## src/rtl/lsms_pkg.sv

```systemverilog
// Package: types, mode and aim codes for the launcher supervisory mode sequencer.
package lsms_pkg;

  localparam logic [2:0] MODE_OFFLINE     = 3'd0;
  localparam logic [2:0] MODE_ERROR       = 3'd1;
  localparam logic [2:0] MODE_DEBUG       = 3'd2;
  localparam logic [2:0] MODE_CHECKING    = 3'd3;
  localparam logic [2:0] MODE_CALIBRATING = 3'd4;
  localparam logic [2:0] MODE_STANDBY     = 3'd5;
  localparam logic [2:0] MODE_AUTO_PREP   = 3'd6;
  localparam logic [2:0] MODE_AUTO_FIRE   = 3'd7;

  localparam logic [1:0] AIM_MANUAL  = 2'd0;
  localparam logic [1:0] AIM_CORRECT = 2'd1;
  localparam logic [1:0] AIM_VISION  = 2'd2;
  localparam logic [1:0] AIM_CAL     = 2'd3;

  localparam logic [1:0] SW_UP     = 2'd0;
  localparam logic [1:0] SW_MIDDLE = 2'd1;
  localparam logic [1:0] SW_DOWN   = 2'd2;

  typedef enum logic [7:0] {
    ST_OFFLINE     = 8'b0000_0001,
    ST_ERROR       = 8'b0000_0010,
    ST_DEBUG       = 8'b0000_0100,
    ST_CHECKING    = 8'b0000_1000,
    ST_CALIBRATING = 8'b0001_0000,
    ST_STANDBY     = 8'b0010_0000,
    ST_AUTO_PREP   = 8'b0100_0000,
    ST_AUTO_FIRE   = 8'b1000_0000
  } sup_state_t;

  typedef struct packed {
    sup_state_t mode;
    logic [1:0] aim;
    logic       enable;
    logic       skip;
    logic       auto_on;
    logic       override;
    logic       calibrated;
    logic       check;
  } seq_state_t;

  typedef struct packed {
    logic       link_ok;
    logic [1:0] left_switch;
    logic [1:0] right_switch;
    logic       limit_hit;
    logic       keys_all_checked;
    logic       yaw_calibrated;
    logic       launcher_calibrated;
    logic       deliver_at_target;
    logic       igniter_at_target;
  } in_item_t;

  typedef struct packed {
    logic [2:0] mode;
    logic [1:0] aim_mode;
    logic       motors_on;
    logic       manual_jog;
    logic       force_checks_passed;
    logic       clear_check_progress;
    logic       cal_begin;
    logic       zero_yaw_target;
    logic       reset_fire_sequence;
    logic       igniter_to_aim_height;
    logic       run_fire_sequence;
    logic       checks_ok;
  } out_item_t;

  function automatic logic [2:0] mode_code(input sup_state_t s);
    logic [2:0] c;
    c = MODE_OFFLINE;
    unique case (s)
      ST_OFFLINE:     c = MODE_OFFLINE;
      ST_ERROR:       c = MODE_ERROR;
      ST_DEBUG:       c = MODE_DEBUG;
      ST_CHECKING:    c = MODE_CHECKING;
      ST_CALIBRATING: c = MODE_CALIBRATING;
      ST_STANDBY:     c = MODE_STANDBY;
      ST_AUTO_PREP:   c = MODE_AUTO_PREP;
      ST_AUTO_FIRE:   c = MODE_AUTO_FIRE;
      default:        c = MODE_OFFLINE;
    endcase
    return c;
  endfunction

endpackage

```

## src/rtl/lsms_step.sv

```systemverilog
// Per-tick next-state and result logic of the supervisory mode sequencer.
module lsms_step
  import lsms_pkg::*;
(
  input  seq_state_t st_i,
  input  in_item_t   item_i,
  input  logic       debug_en_i,
  output seq_state_t st_o,
  output out_item_t  res_o
);

  seq_state_t s;
  logic       p_force;
  logic       p_clear;
  logic       p_start;
  logic       p_zero;
  logic       p_rst_fire;
  logic       p_aim_h;
  logic       p_run;
  logic       mot;

  always_comb begin
    s          = st_i;
    p_force    = 1'b0;
    p_clear    = 1'b0;
    p_start    = 1'b0;
    p_zero     = 1'b0;
    p_rst_fire = 1'b0;
    p_aim_h    = 1'b0;
    p_run      = 1'b0;

    if (!item_i.link_ok) begin
      s.mode = ST_OFFLINE;
    end else begin
      if (debug_en_i && st_i.calibrated) begin
        s.mode = ST_DEBUG;
      end else if (st_i.mode == ST_DEBUG && !st_i.enable) begin
        p_clear = 1'b1;
        s.mode  = ST_CHECKING;
      end
      s.enable = (item_i.left_switch != SW_UP);
      if (item_i.left_switch == SW_DOWN) begin
        s.skip    = 1'b1;
        s.auto_on = 1'b1;
      end else if (item_i.left_switch == SW_MIDDLE) begin
        s.skip    = 1'b0;
        s.auto_on = 1'b0;
      end
      if (item_i.right_switch == SW_UP) begin
        s.override = 1'b1;
      end else if (item_i.right_switch == SW_MIDDLE) begin
        s.override = 1'b0;
        s.aim      = AIM_CORRECT;
      end else begin
        s.override = 1'b0;
        s.aim      = AIM_VISION;
      end
    end

    if (s.mode != ST_CALIBRATING && item_i.limit_hit) begin
      s.mode = ST_ERROR;
    end

    unique case (s.mode)
      ST_ERROR: begin
        if (item_i.link_ok && !s.enable) s.mode = ST_CHECKING;
      end
      ST_OFFLINE: begin
        if (item_i.link_ok) s.mode = ST_CHECKING;
      end
      ST_CHECKING: begin
        p_force = s.skip;
        s.check = s.skip || item_i.keys_all_checked;
        if (s.check) begin
          s.mode  = ST_CALIBRATING;
          p_start = 1'b1;
        end
      end
      ST_CALIBRATING: begin
        s.aim = AIM_CAL;
        if (item_i.yaw_calibrated) begin
          s.aim  = AIM_MANUAL;
          p_zero = 1'b1;
        end
        s.calibrated = item_i.yaw_calibrated && item_i.launcher_calibrated;
        if (s.calibrated) s.mode = ST_STANDBY;
      end
      ST_STANDBY: begin
        if (s.auto_on) begin
          p_rst_fire = 1'b1;
          s.mode     = ST_AUTO_PREP;
        end
      end
      ST_AUTO_PREP: begin
        p_aim_h = 1'b1;
        if (item_i.deliver_at_target && item_i.igniter_at_target) s.mode = ST_AUTO_FIRE;
        if (!s.auto_on) s.mode = ST_STANDBY;
      end
      ST_AUTO_FIRE: begin
        p_run = 1'b1;
        if (!s.auto_on) s.mode = ST_STANDBY;
      end
      ST_DEBUG: begin
      end
      default: begin
      end
    endcase

    mot = s.enable && !(s.mode == ST_OFFLINE || s.mode == ST_CHECKING ||
                        s.mode == ST_ERROR);
  end

  assign st_o = s;

  always_comb begin
    res_o.mode                  = mode_code(s.mode);
    res_o.aim_mode              = s.aim;
    res_o.motors_on             = mot;
    res_o.manual_jog            = s.override && item_i.link_ok;
    res_o.force_checks_passed   = p_force;
    res_o.clear_check_progress  = p_clear;
    res_o.cal_begin             = p_start;
    res_o.zero_yaw_target       = p_zero;
    res_o.reset_fire_sequence   = p_rst_fire;
    res_o.igniter_to_aim_height = p_aim_h;
    res_o.run_fire_sequence     = p_run;
    res_o.checks_ok             = s.check;
  end

endmodule

```

## src/rtl/launcher_supervisory_mode_sequencer.sv

```systemverilog
// Top level of the launcher supervisory mode sequencer: item registers and mode state.
//
//   channel | direction | handshake           | payload
//   in_     | input     | in_valid / in_stall  | in_item (in_item_t)
//   out_    | output    | out_valid / out_stall| out_item (out_item_t)
//   cfg_    | input     | cfg_valid / cfg_ready| cfg_data (debug enable)
//
// One item per cycle sustained while out_stall is low.
// The mode update runs between the input register and the result register.
// Synchronous active-low reset puts the mode in checking with all latches clear.
// An output stall holds the result; the input register then stalls in turn.
// cfg_ready is always high.
module launcher_supervisory_mode_sequencer
  import lsms_pkg::*;
(
  input  logic      clk,
  input  logic      rst_n,
  input  logic      in_valid,
  output logic      in_stall,
  input  in_item_t  in_item,
  output logic      out_valid,
  input  logic      out_stall,
  output out_item_t out_item,
  input  logic      cfg_valid,
  output logic      cfg_ready,
  input  logic      cfg_data
);

  logic       in_vld_r;
  in_item_t   in_item_r;
  logic       out_vld_r;
  out_item_t  out_item_r;
  logic       debug_en_r;
  seq_state_t st_r;
  seq_state_t st_nxt;
  out_item_t  res_nxt;
  logic       advance;

  assign advance   = in_vld_r && (!out_vld_r || !out_stall);
  assign in_stall  = in_vld_r && !advance;
  assign cfg_ready = 1'b1;
  assign out_valid = out_vld_r;
  assign out_item  = out_item_r;

  lsms_step u_step (
    .st_i      (st_r),
    .item_i    (in_item_r),
    .debug_en_i(debug_en_r),
    .st_o      (st_nxt),
    .res_o     (res_nxt)
  );

  always_ff @(posedge clk) begin
    if (!rst_n) begin
      in_vld_r   <= 1'b0;
      out_vld_r  <= 1'b0;
      debug_en_r <= 1'b0;
      st_r       <= '{mode: ST_CHECKING, aim: AIM_MANUAL, default: 1'b0};
    end else begin
      if (!in_stall) in_vld_r <= in_valid;
      if (advance) begin
        out_vld_r <= 1'b1;
        st_r      <= st_nxt;
      end else if (!out_stall) begin
        out_vld_r <= 1'b0;
      end
      if (cfg_valid && cfg_ready) debug_en_r <= cfg_data;
    end
  end

  always_ff @(posedge clk) begin
    if (in_valid && !in_stall) in_item_r <= in_item;
    if (advance) out_item_r <= res_nxt;
  end

`ifndef SYNTHESIS
  a_out_hold: assert property (@(posedge clk) disable iff (!rst_n)
    out_vld_r && out_stall |=> out_vld_r && $stable(out_item_r))
    else $error("stalled result changed");

  a_advance_out: assert property (@(posedge clk) disable iff (!rst_n)
    advance |=> out_vld_r)
    else $error("result lost after advance");

  a_no_motor_check: assert property (@(posedge clk) disable iff (!rst_n)
    out_vld_r && (out_item_r.mode == MODE_CHECKING || out_item_r.mode == MODE_OFFLINE ||
                  out_item_r.mode == MODE_ERROR) |-> !out_item_r.motors_on)
    else $error("motors on in a safe mode");

  a_start_cal: assert property (@(posedge clk) disable iff (!rst_n)
    out_vld_r && out_item_r.cal_begin |-> out_item_r.mode == MODE_CALIBRATING)
    else $error("calibration start outside calibrating");
`endif

endmodule

```

## config.mk

```make
export PLATFORM = sky130hd
export DESIGN_NAME = launcher_supervisory_mode_sequencer
export DESIGN_NICKNAME = d
export VERILOG_FILES = /design/src/rtl/lsms_pkg.sv /design/src/rtl/lsms_step.sv /design/src/rtl/launcher_supervisory_mode_sequencer.sv
export SDC_FILE = /design/constraint.sdc
export NUM_CORES = 1
export LEC_CHECK = 0
export ABC_AREA = 1
export ABC_CLOCK_PERIOD_IN_PS = 2350
export BUFFER_PORTS_ARGS = -buffer_cell sky130_fd_sc_hd__buf_4
export CAP_MARGIN = 15
export CORE_UTILIZATION = 50
export CTS_CLUSTER_SIZE = 30
export DETAILED_ROUTE_END_ITERATION = 8
export PLACE_DENSITY = 0.74
export SYNTH_ARGS = -nofsm -noshare
export SYNTH_HDL_FRONTEND = slang
export SYNTH_SLANG_ARGS = --single-unit
export TNS_END_PERCENT = 50
```

## constraint.sdc

```tcl
create_clock -name clk -period 2.35 [get_ports clk]
set_input_delay 0.47 -clock clk [delete_from_list [all_inputs] [get_ports clk]]
set_output_delay 0.47 -clock clk [all_outputs]
set_load 0.02 [all_outputs]
```

==> flow_summary.ini, run 1 <==
[floorplan]
dieHeight_um = 71.3
io_pins = 35
initial_core_util_pct = 53.7
rows = 24
core_region_area_um2 = 4470
fp.dieW_um = 71.3
dieArea_um2 = 5080

[timing]
hold_viol_final = 0
tightestPinTransition_ns = 0.546
rsz0062_at_grt = yes
relSlewSlack_pct = 63.6
post-route-period-util_pct = 115
worst_hold_slack_ns = 0.334
fmax_mhz = 371
finClkSkew_ns = 0.0105
tns_ns = -2.02
slew_viol_final = 0
fin_crit_ns = 2.69
setup_violations = 14
timing.final.ws_setup_ns = -0.344

[cells_and_area]
multiInputGateArea_um2 = 1290
areaGrowthSynthToFinish_pct = 54.4
drive_gt1_share_pct = 46.1
num_antenna_cells = 0
num-fill-cells = 243
nNetsFinal = 441
regArea_um2 = 1150

[detailed_routing]
vias = 2683
drtAntennaViolNets = 0
drt_iter0_drc = 225
viasPerCell = 5.62
drc = 2
first_pass_iters = 7
routed_wl_um = 8100
post_drt_wl_per_cell_um = 17.0

[clock_tree]
cts_root_buf = clkbuf_8
htreeDepth = 2
tritoncts = done
cts.clk_slew.worst_paths_ns = 0.09
clock_latency_ns = 0.30
cts_buffers = 5
cts_sinks = 44
clk_path_buf_depth = 2
holdBufCountCts = 0

[worst_hold_path]
worstHoldPathType = primary input to register
holdPathStages = 1
min_to = in_item_r[1]$_DFFE_PP_
min_from = in_item[1]

[worst_setup_path]
reg2reg_from = in_item_r[10]$_DFFE_PP_
path_max_fanout = 6
arrival_ns = 2.75
startpoint_type = register
critPathMaxStageDelay_ns = 0.42
slowest_stage = edfxtp_1
cp.required_ns = 2.41
critical_path_class = register to register
reg2reg_depth = 18
crit_path_end_kind = register
r2r_end = out_item[14]$_DFFE_PP_
cp_cell_sequence = buf_4 > nand3_1 > nand2_1 > nor2_4 > nand3_4 > nand2_8 > buf_6 > o41ai_4 > nand2_2 > nand2_2 > nor2_4 > nand3_1 > nand2_2 > inv_1 > nand2_1 > nor2_1 > nand3_1 > nand2_1
worst-r2r-setup-slack_ns = -0.34

[synthesis]
ys_types = 28
synth_edf_count = 26
ys.warnings.count = 0
seq_area_frac_synth_pct = 47.5
synth_common_cells = 65 x nand2_1, 60 x inv_1, 34 x nor2_1
syn_nets = 334
synth-main-ff-cell = edfxtp_1
netlist_area_um2 = 2400
netlist_top_cells_area = edfxtp_1 33%, dfxtp_1 15%, nand2_1 10%
yosysMostFrequentCell = nand2_1
postSynthAreaPerCell_um2 = 7.57
async_flop_share_pct = 0
postSynthCellCount = 317
synth_top_area_share_pct = 32.5
yosys.area.top_type = edfxtp_1
synth-seq-cells = 44

[global_routing]
grt_overflow = 0
grt_pass1_vias = 2476
track_usage_pct = 29.5
grt_pass1_wl_um = 11400
antenna_found_initial = 0
grt_max_degree = 19

[status]
status = finished with violations
violations = design-rule violations, negative setup slack

[pwr]
leakagePower_nw = 1.85
power.density_nw_per_um2 = 537
ir_drop_uv = 396

[run]
maxCapViolCount = 0

[placement]
dpl.hpwl_um = 4550
place_congestion = 0.929
pre_cts_ws_ns = -0.235
port_buffers = 33
[flip-flops by register name, indices dropped and copies added (netlist names)]
| register | flops |
|---|---|
| out_valid | 1 |
| out_item | 15 |
| st_r | 15 |
| in_item_r | 11 |
| in_vld_r | 1 |
| debug_en_r | 1 |
[metal layers]
layer / GRT usage, % / wire length, um
met1: 34.7 / 3160
met2: 51.6 / 3910
met3: 6.61 / 637
met4: 13.3 / 396
met5: 0 / 0
[worst max-delay path by stage]
stage	startpoint	to	slack, ns	depth (start not counted)
3_3_place_gp	in_item_r[10]$_DFFE_PP_	out_item[13]$_DFFE_PP_	-0.20	20
5_1_grt	in_item_r[10]$_DFFE_PP_	out_item[14]$_DFFE_PP_	-0.42	20
4_1_cts	in_item_r[10]$_DFFE_PP_	out_item[13]$_DFFE_PP_	-0.01	22
2_1_floorplan	in_item_r[10]$_DFFE_PP_	out_item[13]$_DFFE_PP_	-0.04	22
3_5_place_dp	in_item_r[10]$_DFFE_PP_	out_item[13]$_DFFE_PP_	-0.24	20
6_report	in_item_r[10]$_DFFE_PP_	out_item[14]$_DFFE_PP_	-0.34	18
[what timing repair did]
action | CTS | global route
buffers inserted | 19 | 3
gates resized for setup | 35 | 58
pin swaps | 19 | 14
cloned | 0 | 0
setup endpoints to repair | 9 | 14
[layout make-up]
class | count | area share (%)
multi-input cells | 201 | 34.8
flip-flops and latches | 44 | 30.9
repair buffers | 108 | 22.9
inverters | 64 | 6.61
clock buffers | 5 | 1.86
well taps | 52 | 1.75
clock inverters | 3 | 1.15
[where the power goes]
part / internal [W] / switching, W / total (W)
Sequential: 0.000869 / 0.0000243 / 0.000893
Combinational: 0.000211 / 0.000299 / 0.000510
Clock: 0.000315 / 0.000273 / 0.000587
Total: 0.00139 / 0.000596 / 0.00199
[worst max-delay path, delay by kind of cell, from the launching register on]
kind                   cells  cell delay [ns]
AOI/OAI and AO/OA          1             0.08
buffers and inverters      3             0.35
DFF                        1             0.42
and+or+nand+nor           14             1.58
[cells by family (layout without fill, tap and decap cells)]
| kind of cell | Yosys count | after routing | synth area share, % |
|---|---|---|---|
| simple gates | 150 | 150 | 28.3 |
| buf+inv | 72 | 180 | 12.3 |
| compound gates | 50 | 50 | 11.7 |
| flops | 44 | 44 | 47.5 |
| other cells | 1 | 1 | 0.156 |
[through the flow]
step	util (%)	power (W)	cell area [um2]	cells
4_1_cts	77.8	0.00191	3480	474
3_5_place_dp	69.3	0.00129	3100	447
2_1_floorplan	-	0.00112	2430	317
3_3_place_gp	69.3	0.00129	3100	447
5_1_grt	82.9	0.00206	3710	477
6_report	82.9	0.00199	3710	477
[cells in the final DEF (no fill, tap or decap), drive strengths merged]
cell and count:
buf 108, nand2 72, inv 64, nor2 43
edfxtp 26, nand3 26, a21oi 24, dfxtp 18
o21ai 18, clkbuf 5, nor3 5, o211ai 4
o22ai 2, nand3b 2, nand4 2, o41ai 1
o21a 1, conb 1, clkinvlp 1, clkinv 1
bufinv 1
No activity file was read; power rests on OpenSTA's default activity.
==> run 2, diff against run 1 <==
- SETUP_SLACK_MARGIN: unset -> 0.05
==> flow_summary.ini, run 2 (synthesis gave the netlist of run 1 again) <==
[clock_tree]
cts.clk_slew.worst_paths_ns = 0.09
cts_root_buf = clkbuf_8
clock_latency_ns = 0.31
cts_buffers = 5
clk_path_buf_depth = 2
htreeDepth = 2
tritoncts = done
cts_sinks = 44

[pwr]
leakagePower_nw = 1.85
power.density_nw_per_um2 = 540
ir_drop_uv = 463

[timing]
relSlewSlack_pct = 63.9
slew_viol_final = 0
rsz0062_at_grt = yes
tns_ns = -2.58
fin_crit_ns = 2.70
fmax_mhz = 370
hold_viol_final = 0
post-route-period-util_pct = 115
tightestPinTransition_ns = 0.541
finClkSkew_ns = 0.00997
setup_violations = 14
timing.final.ws_setup_ns = -0.349

[placement]
dpl.hpwl_um = 4550
dpl_cell_area_um2 = 3100
port_buffers = 33
place_congestion = 0.929

[cells_and_area]
utilization_pct = 83.1
final_area_um2 = 3720
num-fill-cells = 239
num_antenna_cells = 0
drive_gt1_share_pct = 46.7
areaGrowthSynthToFinish_pct = 54.8
layout_common_cells = 102 x buf_4, 56 x inv_1, 45 x nand2_1, 26 x edfxtp_1
nNetsFinal = 442
layout_commonest_cell = buf_4

[floorplan]
initial_core_util_pct = 53.7
core_region_area_um2 = 4470
io_pins = 35
fp.dieW_um = 71.3
rows = 24
dieArea_um2 = 5080
dieHeight_um = 71.3

[status]
violations = design-rule violations, negative setup slack
status = finished with violations

[worst_setup_path]
cp.required_ns = 2.42
worstPathBufferInverterCount = 4
cp_cell_sequence = buf_4 > inv_4 > nor3_4 > nor3_4 > nand3_4 > nand2_8 > o21ai_4 > nand2_1 > inv_1 > nand2_2 > nand2_2 > nor2_4 > nand3_1 > nand2_2 > inv_1 > nand2_1 > nor2_1 > nand3_1 > nand2_1
crit_path_end_kind = register
critPathMaxStageDelay_ns = 0.43
slowest_stage = edfxtp_1
path_max_fanout = 6
arrival_ns = 2.77
cp_top_family = simple AND/OR/NAND/NOR gates
startpoint_type = register
critical_path_class = register to register

[detailed_routing]
vias = 2781
post_drt_wl_per_cell_um = 18.0
drtAntennaViolNets = 0
first_pass_iters = 8
drt_iter0_drc = 319
drc = 2
viasPerCell = 5.82
routed_wl_um = 8620

[global_routing]
antenna_found_initial = 0
grt_overflow = 0
grt_max_degree = 19
track_usage_pct = 29.8
grt_pass1_wl_um = 11500
grt_pass1_vias = 2502

[worst_hold_path]
worstHoldPathType = primary input to register

[run]
maxCapViolCount = 0
## run 2: power breakdown
| group | internal [W] | switching, W | total, W |
|---|---|---|---|
| sequential | 0.000869 | 0.0000257 | 0.000894 |
| combinational | 0.000210 | 0.000305 | 0.000516 |
| clock | 0.000315 | 0.000284 | 0.000599 |
## run 2: timing repair
item                                    4_1_cts  5_1_grt
buffers inserted                             19        4
gates resized for setup                      38       57
hold endpoints to repair                      0        0
hold buffers                                  0        0
endpoints found under the setup margin       12       14
pin swaps                                    19       15
gates cloned                                  0        0
## run 2: area by class of cell
cell class,instances,area [um2],area share (%)
tap,52,65.1,1.75
inverter,64,245,6.60
timing repair buffer,109,853,23.0
clock buffer,5,68.8,1.85
clock inverter,3,42.5,1.14
multi-input combinational,201,1290,34.8
sequential,44,1150,30.9
## run 2: path summary, 6_finish.rpt
check / start / endpoint / slack [ns] / cells after the start
hold reg to reg: in_vld_r$_SDFFE_PN0N_ / out_valid$_SDFFE_PN0P_ / 0.50 / 2
hold / removal: in_item[6] / in_item_r[6]$_DFFE_PP_ / 0.33 / 1
setup reg to reg: in_item_r[10]$_DFFE_PP_ / out_item[14]$_DFFE_PP_ / -0.35 / 19
setup / recovery: in_item_r[10]$_DFFE_PP_ / out_item[14]$_DFFE_PP_ / -0.35 / 19
## run 2: per-layer routing
layer,track usage (%),wire length [um],up-vias
met2,52.3,4110,222
met1,35.1,3110,1262
met3,6.33,784,71
met5,0,0,-
met4,13.6,608,0
li1,-,-,1226
## run 2: per-stage QoR
stage / std cells / worst slack, ns / power, W / hold WS [ns]
2_1_floorplan: 317 / -0.0387 / 0.00112 / 0.451
3_3_place_gp: 447 / -0.201 / 0.00129 / 0.460
3_5_place_dp: 447 / -0.235 / 0.00129 / 0.490
4_1_cts: 474 / -0.00956 / 0.00192 / 0.336
5_1_grt: 478 / -0.441 / 0.00206 / 0.324
6_report: 478 / -0.349 / 0.00201 / 0.332
